$ cat config.mk
export PLATFORM = sky130hd
export DESIGN_NAME = touch_pad_baseline_and_detect_unit
export DESIGN_NICKNAME = d
export VERILOG_FILES = /design/src/hw/rtl/tpbd_pkg.sv /design/src/hw/rtl/tpbd_trim_mean.sv /design/src/hw/rtl/touch_pad_baseline_and_detect_unit.sv
export SDC_FILE = /design/constraint.sdc
export NUM_CORES = 1
export LEC_CHECK = 0
export BUFFER_PORTS_ARGS = -buffer_cell sky130_fd_sc_hd__buf_4
export CAP_MARGIN = 30
export CORE_ASPECT_RATIO = 1.4
export CORE_UTILIZATION = 45
export DETAILED_ROUTE_END_ITERATION = 8
export PLACE_DENSITY_LB_ADDON = 0.2
export SLEW_MARGIN = 5
export SYNTH_ARGS = -nofsm -noshare
export SYNTH_HDL_FRONTEND = slang
export SYNTH_SLANG_ARGS = --single-unit
$ cat constraint.sdc
create_clock -name clk -period 7.6 [get_ports clk]
set_input_delay 1.52 -clock clk [delete_from_list [all_inputs] [get_ports clk]]
set_output_delay 1.52 -clock clk [all_outputs]
set_load 0.01 [all_outputs]
$ cat src/hw/rtl/tpbd_pkg.sv
// ----------------------------------------------------------------------------
// Touch pad baseline and detect: shared types and constants
// State encodings, field codes, register map and reset values used by the
// top level and the trimmed-mean unit.
// ----------------------------------------------------------------------------
package tpbd_pkg;

	// Configuration port geometry.
	localparam int PADDR_W = 4;
	localparam int PDATA_W = 32;

	// Register indexes, taken from paddr[3:2].
	localparam logic [1:0] REG_REPEAT_MODE    = 2'd0;
	localparam logic [1:0] REG_GATE_THRESHOLD = 2'd1;
	localparam logic [1:0] REG_MAX_COUNT      = 2'd2;

	// Register reset values.
	localparam logic        RST_REPEAT_MODE    = 1'b0;
	localparam logic [15:0] RST_GATE_THRESHOLD = 16'd100;
	localparam logic [15:0] RST_MAX_COUNT      = 16'hFFFF;

	// Input and result codes.
	localparam logic ACTION_CAL  = 1'b0;
	localparam logic ACTION_SCAN = 1'b1;
	localparam logic KIND_CAL    = 1'b0;
	localparam logic KIND_SCAN   = 1'b1;

	// Scan lengths and lockout reload.
	localparam logic [2:0] SCAN_NORMAL  = 3'd3;
	localparam logic [2:0] SCAN_REPEAT  = 3'd6;
	localparam logic [1:0] LOCKOUT_LOAD = 2'd3;

	typedef enum logic [1:0] {
		TS_IDLE,
		TS_CALC,
		TS_EMIT
	} tpbd_top_state_t;

	typedef enum logic [2:0] {
		CS_IDLE,
		CS_PIVOT,
		CS_CMP,
		CS_ACCUM,
		CS_DIV
	} tpbd_calc_state_t;

endpackage

$ cat src/hw/rtl/tpbd_trim_mean.sv
// ----------------------------------------------------------------------------
// Touch pad trimmed-mean unit
// Holds the calibration buffer and, on start, ranks every entry against all
// others with one comparator, sums the entries whose rank lies inside the
// trim window and divides the sum by the kept count with a single multiply
// by its rounded-up reciprocal.
// ----------------------------------------------------------------------------
module tpbd_trim_mean #(
	parameter int CAL_SAMPLES   = 10,
	parameter int TRIM_EACH_END = 2,
	parameter int SAMPLE_W      = 16
) (
	input  logic                               clk,
	input  logic                               arst_n,
	input  logic                               wr_en,
	input  logic [$clog2(CAL_SAMPLES)-1:0]     wr_addr,
	input  logic [SAMPLE_W-1:0]                wr_data,
	input  logic                               start,
	output logic                               done,
	output logic [SAMPLE_W-1:0]                mean
);
	import tpbd_pkg::*;

	localparam int AW       = $clog2(CAL_SAMPLES);
	localparam int KW       = $clog2(CAL_SAMPLES + 1);
	localparam int TRIM_EFF = (2 * TRIM_EACH_END >= CAL_SAMPLES) ?
		(CAL_SAMPLES - 1) / 2 : TRIM_EACH_END;
	localparam int KEPT     = CAL_SAMPLES - 2 * TRIM_EFF;
	localparam int SUM_W    = SAMPLE_W + $clog2(CAL_SAMPLES);
	localparam int RL       = $clog2(KEPT);
	localparam int MW       = SUM_W + 2;
	localparam int PW       = SUM_W + MW;
	// With RL bits of extra precision the rounded-up reciprocal leaves an error
	// below one part in KEPT, so the truncated product is the exact quotient for
	// every sum that fits in SUM_W bits.
	localparam logic [MW-1:0] RECIP = MW'(((64'd1 << (SUM_W + RL)) +
		64'(KEPT) - 64'd1) / 64'(KEPT));

	logic [SAMPLE_W-1:0] mem [CAL_SAMPLES];
	logic [SAMPLE_W-1:0] rd_data_q;
	logic [AW-1:0]       rd_addr;

	tpbd_calc_state_t    state_q, state_nx;
	logic [AW-1:0]       pivot_idx_q;
	logic [KW-1:0]       cmp_cnt_q;
	logic [SAMPLE_W-1:0] pivot_q;
	logic [AW-1:0]       rank_q;
	logic [SUM_W-1:0]    sum_q;
	logic                done_q;

	logic                cmp_last;
	logic                pivot_last;
	logic                below;
	logic                in_window;
	logic [PW-1:0]       prod;

	always_ff @(posedge clk) begin
		if (wr_en) begin
			mem[wr_addr] <= wr_data;
		end
		rd_data_q <= mem[rd_addr];
	end

	assign cmp_last   = (cmp_cnt_q == KW'(CAL_SAMPLES));
	assign pivot_last = (pivot_idx_q == AW'(CAL_SAMPLES - 1));

	// Stable ordering: equal values rank by buffer position, so the ranks form
	// a permutation. cmp_cnt_q is one ahead of the compared entry's index.
	assign below = (rd_data_q < pivot_q) ||
		((rd_data_q == pivot_q) && (KW'(pivot_idx_q) >= cmp_cnt_q));

	assign in_window = (rank_q >= AW'(TRIM_EFF)) &&
		(rank_q <= AW'(CAL_SAMPLES - 1 - TRIM_EFF));

	assign prod = PW'(sum_q) * PW'(RECIP);

	always_comb begin
		state_nx = state_q;
		unique case (state_q)
			CS_IDLE: begin
				if (start) begin
					state_nx = CS_PIVOT;
				end
			end
			CS_PIVOT: state_nx = CS_CMP;
			CS_CMP: begin
				if (cmp_last) begin
					state_nx = CS_ACCUM;
				end
			end
			CS_ACCUM: state_nx = pivot_last ? CS_DIV : CS_PIVOT;
			CS_DIV:   state_nx = CS_IDLE;
			default:  state_nx = CS_IDLE;
		endcase
	end

	always_comb begin
		rd_addr = '0;
		unique case (state_q)
			CS_PIVOT: rd_addr = pivot_idx_q;
			CS_CMP:   rd_addr = cmp_last ? '0 : cmp_cnt_q[AW-1:0];
			default:  rd_addr = '0;
		endcase
	end

	always_ff @(posedge clk or negedge arst_n) begin
		if (!arst_n) begin
			state_q <= CS_IDLE;
			done_q  <= 1'b0;
		end else begin
			state_q <= state_nx;
			done_q  <= (state_q == CS_DIV);
		end
	end

	always_ff @(posedge clk) begin
		unique case (state_q)
			CS_IDLE: begin
				pivot_idx_q <= '0;
				sum_q       <= '0;
			end
			CS_PIVOT: begin
				cmp_cnt_q <= '0;
				rank_q    <= '0;
			end
			CS_CMP: begin
				if (cmp_cnt_q == '0) begin
					pivot_q <= rd_data_q;
				end else if (below) begin
					rank_q <= rank_q + AW'(1);
				end
				if (!cmp_last) begin
					cmp_cnt_q <= cmp_cnt_q + KW'(1);
				end
			end
			CS_ACCUM: begin
				if (in_window) begin
					sum_q <= sum_q + SUM_W'(pivot_q);
				end
				pivot_idx_q <= pivot_idx_q + AW'(1);
			end
			CS_DIV: begin
				sum_q <= SUM_W'(prod >> (SUM_W + RL));
			end
			default: begin
				sum_q <= sum_q;
			end
		endcase
	end

	assign done = done_q;
	assign mean = sum_q[SAMPLE_W-1:0];

endmodule

$ cat src/hw/rtl/touch_pad_baseline_and_detect_unit.sv
// ----------------------------------------------------------------------------
// Touch pad baseline and detect unit
// Calibrates a pad baseline from a trimmed mean of charge-time words and
// detects presses by comparing the peak of each scan with baseline plus gate.
// ----------------------------------------------------------------------------
//  Channel  Direction  Handshake              Payload
//  in       sink       in_valid / in_stall    action, charge_count
//  out      source     out_valid / out_stall  result_kind, pressed,
//                                             baseline_value, cal_error
//  cfg      APB slave  psel/penable/pready    paddr, pwrite, pwdata, prdata
//
// A word that completes no calibration or scan leaves the unit idle; a completed
// scan passes through the emit state. The last calibration word starts the
// trimmed-mean walk, in which a single comparator ranks each buffer entry.
// in_stall is high whenever the unit is not idle. A finished result waits in
// its state until the output register is free, so out_stall only delays it.
// Reset clears all control state and the register file to its reset values.
// ----------------------------------------------------------------------------
module touch_pad_baseline_and_detect_unit #(
	parameter int CAL_SAMPLES   = 10,
	parameter int TRIM_EACH_END = 2,
	parameter int COUNT_WIDTH   = 16
) (
	input  logic                           clk,
	input  logic                           arst_n,
	input  logic                           in_valid,
	output logic                           in_stall,
	input  logic                           action,
	input  logic [15:0]                    charge_count,
	output logic                           out_valid,
	input  logic                           out_stall,
	output logic                           result_kind,
	output logic                           pressed,
	output logic [15:0]                    baseline_value,
	output logic                           cal_error,
	input  logic                           psel,
	input  logic                           penable,
	input  logic                           pwrite,
	input  logic [tpbd_pkg::PADDR_W-1:0]   paddr,
	input  logic [tpbd_pkg::PDATA_W-1:0]   pwdata,
	output logic [tpbd_pkg::PDATA_W-1:0]   prdata,
	output logic                           pready
);
	import tpbd_pkg::*;

	localparam int SW = (COUNT_WIDTH < 16) ? COUNT_WIDTH : 16;
	localparam int AW = $clog2(CAL_SAMPLES);

	// Register file.
	logic        repeat_mode_q;
	logic [15:0] gate_threshold_q;
	logic [15:0] max_count_q;
	logic        cfg_wr;
	logic [1:0]  cfg_idx;

	tpbd_top_state_t state_q, state_nx;
	logic [SW-1:0]   baseline_q;
	logic [AW-1:0]   cal_index_q;
	logic [SW-1:0]   scan_max_q;
	logic [2:0]      scan_index_q;
	logic [1:0]      lockout_q;
	logic            kind_q;
	logic            pend_pressed_q;

	logic            out_valid_q;
	logic            out_kind_q;
	logic            out_pressed_q;
	logic [15:0]     out_baseline_q;
	logic            out_cal_error_q;

	logic            in_acc;
	logic            cal_acc;
	logic            scan_acc;
	logic            cal_last;
	logic            calc_start;
	logic            calc_done;
	logic [SW-1:0]   calc_mean;
	logic            emit_fire;
	logic [SW-1:0]   sample;
	logic [2:0]      scan_needed;
	logic [2:0]      scan_idx_nx;
	logic [SW-1:0]   scan_max_nx;
	logic            scan_done;
	logic [1:0]      lock_cur;
	logic [1:0]      lock_hit;
	logic [1:0]      lock_nx;
	logic            over_gate;

	assign pready  = 1'b1;
	assign cfg_wr  = psel && penable && pwrite && pready;
	assign cfg_idx = paddr[3:2];

	always_ff @(posedge clk or negedge arst_n) begin
		if (!arst_n) begin
			repeat_mode_q    <= RST_REPEAT_MODE;
			gate_threshold_q <= RST_GATE_THRESHOLD;
			max_count_q      <= RST_MAX_COUNT;
		end else if (cfg_wr) begin
			unique case (cfg_idx)
				REG_REPEAT_MODE:    repeat_mode_q    <= pwdata[0];
				REG_GATE_THRESHOLD: gate_threshold_q <= pwdata[15:0];
				REG_MAX_COUNT:      max_count_q      <= pwdata[15:0];
				default:            repeat_mode_q    <= repeat_mode_q;
			endcase
		end
	end

	always_comb begin
		unique case (cfg_idx)
			REG_REPEAT_MODE:    prdata = PDATA_W'(repeat_mode_q);
			REG_GATE_THRESHOLD: prdata = PDATA_W'(gate_threshold_q);
			REG_MAX_COUNT:      prdata = PDATA_W'(max_count_q);
			default:            prdata = '0;
		endcase
	end

	assign in_acc   = in_valid && !in_stall;
	assign cal_acc  = in_acc && (action == ACTION_CAL);
	assign scan_acc = in_acc && (action == ACTION_SCAN);
	assign sample   = charge_count[SW-1:0];
	assign cal_last = (cal_index_q == AW'(CAL_SAMPLES - 1));

	// Scan datapath: running peak, gate compare kept one bit wider.
	assign scan_needed = repeat_mode_q ? SCAN_REPEAT : SCAN_NORMAL;
	assign scan_idx_nx = scan_index_q + 3'd1;
	assign scan_max_nx = (sample > scan_max_q) ? sample : scan_max_q;
	assign scan_done   = (scan_idx_nx >= scan_needed);
	assign over_gate   = 17'(scan_max_nx) > (17'(baseline_q) + 17'(gate_threshold_q));
	assign lock_cur    = repeat_mode_q ? 2'd0 : lockout_q;
	assign lock_hit    = over_gate ? LOCKOUT_LOAD : lock_cur;
	assign lock_nx     = (lock_hit != 2'd0) ? lock_hit - 2'd1 : 2'd0;

	always_comb begin
		state_nx = state_q;
		unique case (state_q)
			TS_IDLE: begin
				if (cal_acc && cal_last) begin
					state_nx = TS_CALC;
				end else if (scan_acc && scan_done) begin
					state_nx = TS_EMIT;
				end
			end
			TS_CALC: begin
				if (calc_done) begin
					state_nx = TS_EMIT;
				end
			end
			TS_EMIT: begin
				if (!out_valid_q || !out_stall) begin
					state_nx = TS_IDLE;
				end
			end
			default: state_nx = TS_IDLE;
		endcase
	end

	always_comb begin
		in_stall   = 1'b1;
		calc_start = 1'b0;
		emit_fire  = 1'b0;
		unique case (state_q)
			TS_IDLE: begin
				in_stall   = 1'b0;
				calc_start = cal_acc && cal_last;
			end
			TS_EMIT: emit_fire = !out_valid_q || !out_stall;
			default: in_stall = 1'b1;
		endcase
	end

	tpbd_trim_mean #(
		.CAL_SAMPLES   (CAL_SAMPLES),
		.TRIM_EACH_END (TRIM_EACH_END),
		.SAMPLE_W      (SW)
	) u_trim_mean (
		.clk     (clk),
		.arst_n  (arst_n),
		.wr_en   (cal_acc),
		.wr_addr (cal_index_q),
		.wr_data (sample),
		.start   (calc_start),
		.done    (calc_done),
		.mean    (calc_mean)
	);

	always_ff @(posedge clk or negedge arst_n) begin
		if (!arst_n) begin
			state_q      <= TS_IDLE;
			baseline_q   <= '0;
			cal_index_q  <= '0;
			scan_max_q   <= '0;
			scan_index_q <= '0;
			lockout_q    <= '0;
			out_valid_q  <= 1'b0;
		end else begin
			state_q <= state_nx;
			if (cal_acc) begin
				cal_index_q <= cal_last ? '0 : cal_index_q + AW'(1);
			end
			if (scan_acc) begin
				if (scan_done) begin
					scan_max_q   <= '0;
					scan_index_q <= '0;
					lockout_q    <= lock_nx;
				end else begin
					scan_max_q   <= scan_max_nx;
					scan_index_q <= scan_idx_nx;
				end
			end
			if (calc_done) begin
				baseline_q <= calc_mean;
			end
			if (emit_fire) begin
				out_valid_q <= 1'b1;
			end else if (!out_stall) begin
				out_valid_q <= 1'b0;
			end
		end
	end

	always_ff @(posedge clk) begin
		if (cal_acc) begin
			kind_q <= KIND_CAL;
		end else if (scan_acc) begin
			kind_q         <= KIND_SCAN;
			pend_pressed_q <= over_gate && (lock_cur == 2'd0);
		end
		if (emit_fire) begin
			out_kind_q      <= kind_q;
			out_pressed_q   <= (kind_q == KIND_SCAN) && pend_pressed_q;
			out_baseline_q  <= 16'(baseline_q);
			out_cal_error_q <= (kind_q == KIND_CAL) &&
				(16'(baseline_q) > {1'b0, max_count_q[15:1]});
		end
	end

	assign out_valid      = out_valid_q;
	assign result_kind    = out_kind_q;
	assign pressed        = out_pressed_q;
	assign baseline_value = out_baseline_q;
	assign cal_error      = out_cal_error_q;

endmodule

Word level (Yosys, flattened, before mapping)
Memory sizes are Yosys's and may differ from the RTL's. A register that Yosys moved wholly into a read port is not among the register bits. Index checks and enable logic that the tools add are counted.

Memories kept: 1. Input port bits: 60. Output and inout port bits: 54. Word-level logic and storage cells: 137. Bits in registers: 150. Memory bits (writable): 160.

Memories: u_trim_mean.mem (words 10, width 16, rd ports 1, clocked after Yosys merged registers in 1, write ports 1, line tpbd_trim_mean.sv:39) `logic [SAMPLE_W-1:0] mem [CAL_SAMPLES];`.

Order comparisons: 8. Muxes and demuxes: 35. Equality and inequality tests: 22. Multipliers: 1. Bitwise gates (word level): 3. Reductions and logical operators: 36. $add $sub $neg: 8.

Operator list (number): $pmux 20 s3 (1); $pmux 16 s3 (1); $mul 20x20->40 const B (1); $mux 16 (2); $pmux 4 s2 (4); $add 20x16->20 (1); $mux 20 (1); $mux 4 (5); $reduce_and 2->1 (9); $add 16x16->17 (1); $gt 16x17->1 (1); $add 4x1->4 const B (4); $eq 16x16->1 (1); $gt 16x15->1 (1); $gt 16x16->1 (1); $lt 16x16->1 (1); $mux 3 (5); $mux 2 (7); $eq 4x4->1 const B (3); $logic_and 1x1->1 (12); $pmux 3 s4 (1); $ne 2x1->1 const B (5); $ne 2x2->1 const B (4); $mux 1 (7); 22 further kinds (34).

Depth between registers and ports, before layout
Gate-level depths: netlist (run 1).

Depth in word-level cells: 7. Gate-level depth with buffers: 23. Gate-level depth less buffers: 23.

Hierarchy
Synthesis (run 1) repeated with hierarchy kept, for this count alone.

Cells, all modules: 2059. Area, all modules: 22977.0 sq um.

Modules (own cells, without submodules): tpbd_trim_mean (times used 1, sequential area each 6666.4 sq um, area an instance 16973.8 sq um, cells each 1500); touch_pad_baseline_and_detect_unit (times used 1, sequential area each 2571.2 sq um, area an instance 6003.3 sq um, cells each 559).

Least setup slack after synthesis (run 1)
Ideal clock, no wire load.

Kind: reg2reg. From: reg u_trim_mean.sum_q[9]. To: reg u_trim_mean.sum_q[9], data pin. Data required time: 7.343 ns. Period minus slack after synthesis: 5.991 ns. Buffers on the path: 0. Stages on the path, launching flop included: 22. Path slack: 1.609 ns. Data arrival time: 5.734 ns. Setup time: 0.257 ns. Path through: edfxtp_1 > ha_1 > ha_1 > inv_1 > fa_1 > fa_1 > inv_1 > fa_1 > fa_1 > inv_1 > fa_1 > inv_1 > ha_1 > a21oi_1 > o21ai_0 > o21bai_1 > a41oi_1 > a21oi_1 > o21ai_1 > a21bo_2 > a211o_1 > a32o_1.

Cells in the longest elaborated chain, start to end: 3. Elaborated cells between the ends (all ways): 4. Classes of those cells: 1 x add/sub; 1 x mul; 2 x mux.

RTL lines: from (decl) (line tpbd_trim_mean.sv:48) `logic [SUM_W-1:0] sum_q;`; from (signal assigned) (line tpbd_trim_mean.sv:138) `sum_q <= sum_q + SUM_W'(pivot_q);`; from (signal assigned) (line tpbd_trim_mean.sv:143) `sum_q <= SUM_W'(prod >> (SUM_W + RL));`; from (signal assigned) (line tpbd_trim_mean.sv:146) `sum_q <= sum_q;`; branches (longest 2 deep; another with $mul 20x20->40); $pmux 20 s3 (*) (line tpbd_trim_mean.sv:117) `unique case (state_q)`.

Every way passes the cells marked *. The select of a mux whose other input is x is not followed. A chain may end at the register's enable or synchronous reset.

Worst setup path in the final report (run 1)
From: reg u_trim_mean.sum_q[4]. To: reg u_trim_mean.sum_q[12], data pin.

Same word-level chain as after synthesis.

==> results of run 1 <==
## per-layer routing
| layer | global-route usage (%) | up-vias | wire [um] |
|---|---|---|---|
| met5 | 0 | - | 0 |
| met4 | 8.68 | 0 | 2180 |
| met3 | 1.63 | 90 | 1390 |
| met2 | 42.9 | 261 | 31000 |
| met1 | 26.0 | 7524 | 22400 |
| li1 | - | 7384 | - |
## registers in the layout, summed over array words and instances (netlist names), 2 cells and up
signal	cells
baseline_q	16
baseline_value	16
cal_index_q	4
gate_threshold_q	16
lockout_q	2
max_count_q	16
scan_index_q	3
scan_max_q	16
state_q	2
u_trim_mean.cmp_cnt_q	4
u_trim_mean.mem	160
u_trim_mean.pivot_idx_q	4
u_trim_mean.pivot_q	16
u_trim_mean.rank_q	4
u_trim_mean.rd_data_q	16
u_trim_mean.state_q	3
u_trim_mean.sum_q	20
## worst paths after layout
path / cells after the start / end / from
setup / recovery: 22 / u_trim_mean.sum_q[12]$_DFFE_PP_ / u_trim_mean.sum_q[4]$_DFFE_PP_
min in group asynchronous: 1 / gate_threshold_q[10]$_DFFE_PN0P_ / arst_n
hold / removal: 0 / u_trim_mean.pivot_q[0]$_DFFE_PP_ / u_trim_mean.rd_data_q[0]$_DFF_P_
setup reg to reg: 22 / u_trim_mean.sum_q[12]$_DFFE_PP_ / u_trim_mean.sum_q[4]$_DFFE_PP_
max in group asynchronous: 2 / cal_index_q[2]$_DFFE_PN0P_ / arst_n
hold reg to reg: 0 / u_trim_mean.pivot_q[0]$_DFFE_PP_ / u_trim_mean.rd_data_q[0]$_DFF_P_
## through the flow
step           hold WS [ns]  worst slack, ns  area [sq um]  util [%]
4_1_cts               0.433            0.652         25200      50.4
6_report              0.434            0.588         25300      50.4
2_1_floorplan         0.408             1.61         22900         -
3_3_place_gp          0.416            0.675         24200      48.3
5_1_grt               0.436            0.369         25300      50.4
3_5_place_dp          0.418            0.656         24200      48.3
## cell usage in the layout, fill, tap and decap left out, drive strengths merged, types with 7 or more instances in the layout
cell type	count
inv	305
ha	296
edfxtp	228
nand2	207
fa	137
buf	109
a21oi	92
o21ai	82
dfrtp	62
nand3	55
nor2	54
a22o	36
clkbuf	36
xnor2	35
mux2	34
a21o	31
xor2	29
and2	28
nor3	26
a211oi	25
a31oi	21
and3	20
nand4	19
dfstp	19
conb	17
dfxtp	17
a311oi	16
o22ai	15
nor2b	14
o21a	14
nand2b	13
nor4	10
clkinvlp	7
## final cells by class
type | count | share of cell area, %
multi-input combinational | 1391 | 48.5
sequential | 326 | 36.6
inverter | 303 | 4.50
timing repair buffer | 109 | 3.30
clock buffer | 36 | 3.19
tap | 643 | 3.19
clock inverter | 18 | 0.788
## kinds of logic (layout without fill, tap and decap cells)
| group | Yosys count | count (layout) | synth area share (%) |
|---|---|---|---|
| simple gates | 468 | 468 | 9.67 |
| fa+ha+maj | 433 | 433 | 28.2 |
| buf+inv | 376 | 466 | 6.77 |
| compound gates | 372 | 372 | 10.7 |
| flops | 326 | 326 | 40.4 |
| xor+xnor | 64 | 64 | 2.45 |
| mux | 37 | 37 | 1.81 |
| other cells | 2 | 17 | 0.0328 |
## critical path, cell delays in order, from the launching register on
cell and delay (ns):
edfxtp_1 0.63, ha_1 0.45, ha_1 0.33, inv_1 0.05, fa_1 0.49, inv_1 0.05, fa_1 0.51, inv_1 0.05
fa_1 0.48, inv_1 0.06, fa_1 0.53, inv_1 0.05, fa_1 0.52, inv_1 0.05, ha_1 0.33, nor2b_1 0.14
o21ai_0 0.19, a21oi_1 0.17, o311ai_0 0.76, nand3_1 0.36, a21oi_1 0.26, xor2_1 0.17, o22ai_1 0.10
==> results.json, run 1 <==
{
  "outcome": "complete, but fails checks",
  "violations": "DRC",
  "final_hold_viol_count": 0,
  "finalNonFillerCells": 2826,
  "r2r_slack_ns": 0.59,
  "initial_core_util_pct": 45.6,
  "overflow": 0,
  "path_clk_slew_ns": 0.07,
  "period_minus_slack_ns": 7.01,
  "cp.arrival_ns": 7.31,
  "cts_tree": "done",
  "die_y_um": 269,
  "grt_pass1_vias": 15900,
  "syn_inst": 2078,
  "drt_wl_total_um": 56900,
  "ant_nets": 0,
  "die_area_sq_um": 51700,
  "grt_max_degree": 65,
  "synth_edf_count": 228,
  "cts_made_buffers": 29,
  "clock-root-buffer": "clkbuf_16",
  "synth_cell_types": 74,
  "clk_latency_ns": 0.58,
  "viasPerCell": 5.40,
  "antenna_found_initial": 0,
  "syn_to_final_growth_pct": 10.4,
  "grt_setup_unrepaired": "false",
  "cts.sinks": 326,
  "synth.cells.most_frequent": "inv_1 (303), ha_1 (296), edfxtp_1 (228)",
  "ys_warn_count": 0,
  "vias": 15300,
  "n_fill_cell": 4474,
  "first_pass_iters": 9,
  "synth_area_leaders": "edfxtp_1 (30%), ha_1 (16%), fa_1 (12%), dfrtp_1 (6.8%), inv_1 (5.0%)",
  "finalMaxSlewViolations": 0,
  "track_usage_pct": 22.6,
  "regArea_sq_um": 9240,
  "io_pins": 114,
  "endpoint_kind": "flop",
  "drive_above_1_share_pct": 10.9,
  "htree_levels": 1,
  "fmax_ghz": 0.143,
  "hold_buffers": 0,
  "core_sq_um": 50100,
  "clockBufferDepth": 3,
  "hold_path_class": "flop to flop",
  "crit_fanout": 8,
  "wl_per_cell_um": 20.2,
  "synth.largest_area_cell": "edfxtp_1",
  "dp_cells": 2771,
  "drc_errors": 6,
  "antenna_cells": 0,
  "dpl.hpwl_um": 43900,
  "syn_area_per_cell_sq_um": 11.0,
  "fin_tns_setup_ns": 0,
  "ys_seq_area_share_pct": 40.4,
  "synth_top_area_share_pct": 29.9,
  "die_w_um": 193,
  "start_kind": "flop",
  "ys.flop_type": "edfxtp_1",
  "grt_pass1_wl_um": 88000,
  "slew_headroom_pct": 33.0,
  "postCtsSetupBuffers": 0,
  "cp.required_ns": 7.90,
  "syn_area_sq_um": 22900,
  "synth-seq-cells": 326,
  "drtIter0Drc": 733,
  "worstSetupPathType": "flop to flop",
  "cts.repair.resized": 0,
  "final_nets": 2653,
  "fin_crit_sh_pct": 92.3,
  "clock_skew_ns": 0.0101,
  "drv_cap": 0,
  "worst_pin_slew_ns": 1.00,
  "rows": 97,
  "synth.most_common_cell": "inv_1",
  "setup_viol": 0,
  "synth-async-reset-ratio_pct": 24.8,
  "gp_congestion": 0.918,
  "io_buffers": 78,
  "multi_input_area_sq_um": 12200
}
Power of run 1 is not shown: default switching activity piles up to over one toggle a cycle in this logic, so the estimate is an artifact.
==> run 2, diff against run 1 <==
CAP_MARGIN = 20   (was 30)
clock period = 6.85 ns   (was 7.6 ns; I/O delays follow)
==> run 2 against run 1 <==
Compared with the run above: the flow still finishes with violations (DRC); non-clock buffer count rose by 22; register-to-register slack got worse by 0.30 ns; flip-flop and latch count did not move; design area rose by 1.1%; global-route usage rose by 0.25 points; clock skew rose by 0.0082 ns; hold slack barely moved; clock-buffer cell count fell by 1; core utilization rose by 0.54 points; setup slack got worse by 0.30 ns; critical path depth did not move; critical path type unchanged.
==> results.json, run 2 (same netlist as run 1, synthesis figures left out) <==
{
  "start_kind": "flop",
  "die_y_um": 269,
  "post-place-ws_ns": 0.242,
  "crit_fanout": 6,
  "path_clk_slew_ns": 0.07,
  "final_nets": 2676,
  "dpl.hpwl_um": 44600,
  "grt_max_degree": 65,
  "period_minus_slack_ns": 6.56,
  "antenna_found_initial": 0,
  "fmax_ghz": 0.152,
  "antenna_cells": 0,
  "die_area_sq_um": 51700,
  "drive_above_1_share_pct": 11.8,
  "track_usage_pct": 22.8,
  "gp_congestion": 0.969,
  "worst_pin_slew_ns": 1.11,
  "htree_levels": 1,
  "multi_input_area_sq_um": 12200,
  "cp.required_ns": 7.14,
  "cts.sinks": 326,
  "fin_crit_sh_pct": 95.8,
  "fin_tns_setup_ns": 0,
  "largest_reg_flops": 160,
  "worstSetupPathType": "flop to flop",
  "cp_slowest_stage_delay_ns": 0.57,
  "final_common_cell": "inv_1",
  "syn_to_final_growth_pct": 11.6,
  "critical_path.top_delay_family": "adder cells",
  "grt_pass1_vias": 16100,
  "vias": 15500,
  "first_pass_iters": 8,
  "ant_nets": 0,
  "n_fill_cell": 4443,
  "dp_cells": 2791,
  "top_regs": "u_trim_mean.mem x160, u_trim_mean.sum_q x20",
  "io_pins": 114,
  "drc_errors": 6,
  "clock_skew_ns": 0.0183,
  "slew_headroom_pct": 25.5,
  "final_cell_mix": "inv_1 (303), ha_1 (296), edfxtp_1 (228)",
  "grt_pass1_wl_um": 89200,
  "drtIter0Drc": 718,
  "largest_register": "u_trim_mean.mem",
  "die_w_um": 193,
  "clock-root-buffer": "clkbuf_16",
  "final_hold_viol_count": 0,
  "path_cells": "ha_1, inv_1, fa_1, inv_1, fa_1, fa_1, inv_1, fa_1, inv_1, ha_1, ha_1, ha_1, a2111oi_0, o21ai_0, o21ai_0, o21ai_0, nor4_1, nor2_1, buf_4, a311o_1, xnor2_1, o22ai_1",
  "wl_per_cell_um": 20.3,
  "setup_viol": 0,
  "drt_wl_total_um": 58000,
  "initial_core_util_pct": 45.6,
  "crit_slowest_cell": "edfxtp_1",
  "cp.arrival_ns": 6.85,
  "cts_tree": "done",
  "r2r_cells": 22,
  "critical_path_depth": 22,
  "fin_ws_ns": 0.287,
  "viasPerCell": 5.43,
  "drv_cap": 0,
  "clockBufferDepth": 3,
  "finalMaxSlewViolations": 0,
  "overflow": 0,
  "io_buffers": 78,
  "grt_setup_unrepaired": "false",
  "regArea_sq_um": 9240,
  "outcome": "complete, but fails checks",
  "clk_latency_ns": 0.57,
  "holdPathStages": 0,
  "endpoint_kind": "flop",
  "hold_path_class": "flop to flop",
  "path_buf_inv": 5,
  "cts_made_buffers": 30,
  "violations": "DRC",
  "rows": 97,
  "finalNonFillerCells": 2850,
  "core_sq_um": 50100
}
-- run 2: cell type report --
class / count / area share [%]
clock buffers: 35 / 3.01
clock inverters: 21 / 1.37
inverters: 303 / 4.46
multi-input cells: 1391 / 47.9
flip-flops and latches: 326 / 36.2
well taps: 643 / 3.15
repair buffers: 131 / 3.87
-- run 2: final timing paths --
path / end / startpoint / slack, ns
max in group asynchronous: scan_max_q[3]$_DFFE_PN0P_ / arst_n / 5.05
min: u_trim_mean.pivot_q[0]$_DFFE_PP_ / u_trim_mean.rd_data_q[0]$_DFF_P_ / 0.43
max: u_trim_mean.sum_q[17]$_DFFE_PP_ / u_trim_mean.sum_q[12]$_DFFE_PP_ / 0.29
min in group asynchronous: gate_threshold_q[11]$_DFFE_PN0P_ / arst_n / 0.76
max reg2reg: u_trim_mean.sum_q[17]$_DFFE_PP_ / u_trim_mean.sum_q[12]$_DFFE_PP_ / 0.29
min reg2reg: u_trim_mean.pivot_q[0]$_DFFE_PP_ / u_trim_mean.rd_data_q[0]$_DFF_P_ / 0.43
-- run 2: routing by layer --
| metal | GRT usage [%] | vias up | wire length, um |
|---|---|---|---|
| li1 | - | 7437 | - |
| met1 | 26.0 | 7647 | 22600 |
| met2 | 43.6 | 280 | 31400 |
| met3 | 1.51 | 113 | 1440 |
| met4 | 9.28 | 0 | 2520 |
| met5 | 0 | - | 0 |
-- run 2: repair_timing --
item                       CTS  global route
hold buffers                 0             0
setup endpoints to repair    0             1
resized for setup            0             0
buffers inserted             0             3
-- run 2: metrics by stage --
step | util (%) | hold slack (ns) | cell area (sq um)
global route | 50.9 | 0.446 | 25500
global placement | 48.6 | 0.416 | 24400
finish | 50.9 | 0.434 | 25500
detailed placement | 48.6 | 0.415 | 24400
floorplan | - | 0.408 | 22900
CTS | 50.9 | 0.434 | 25500
Power of run 2 is left out for the same reason.
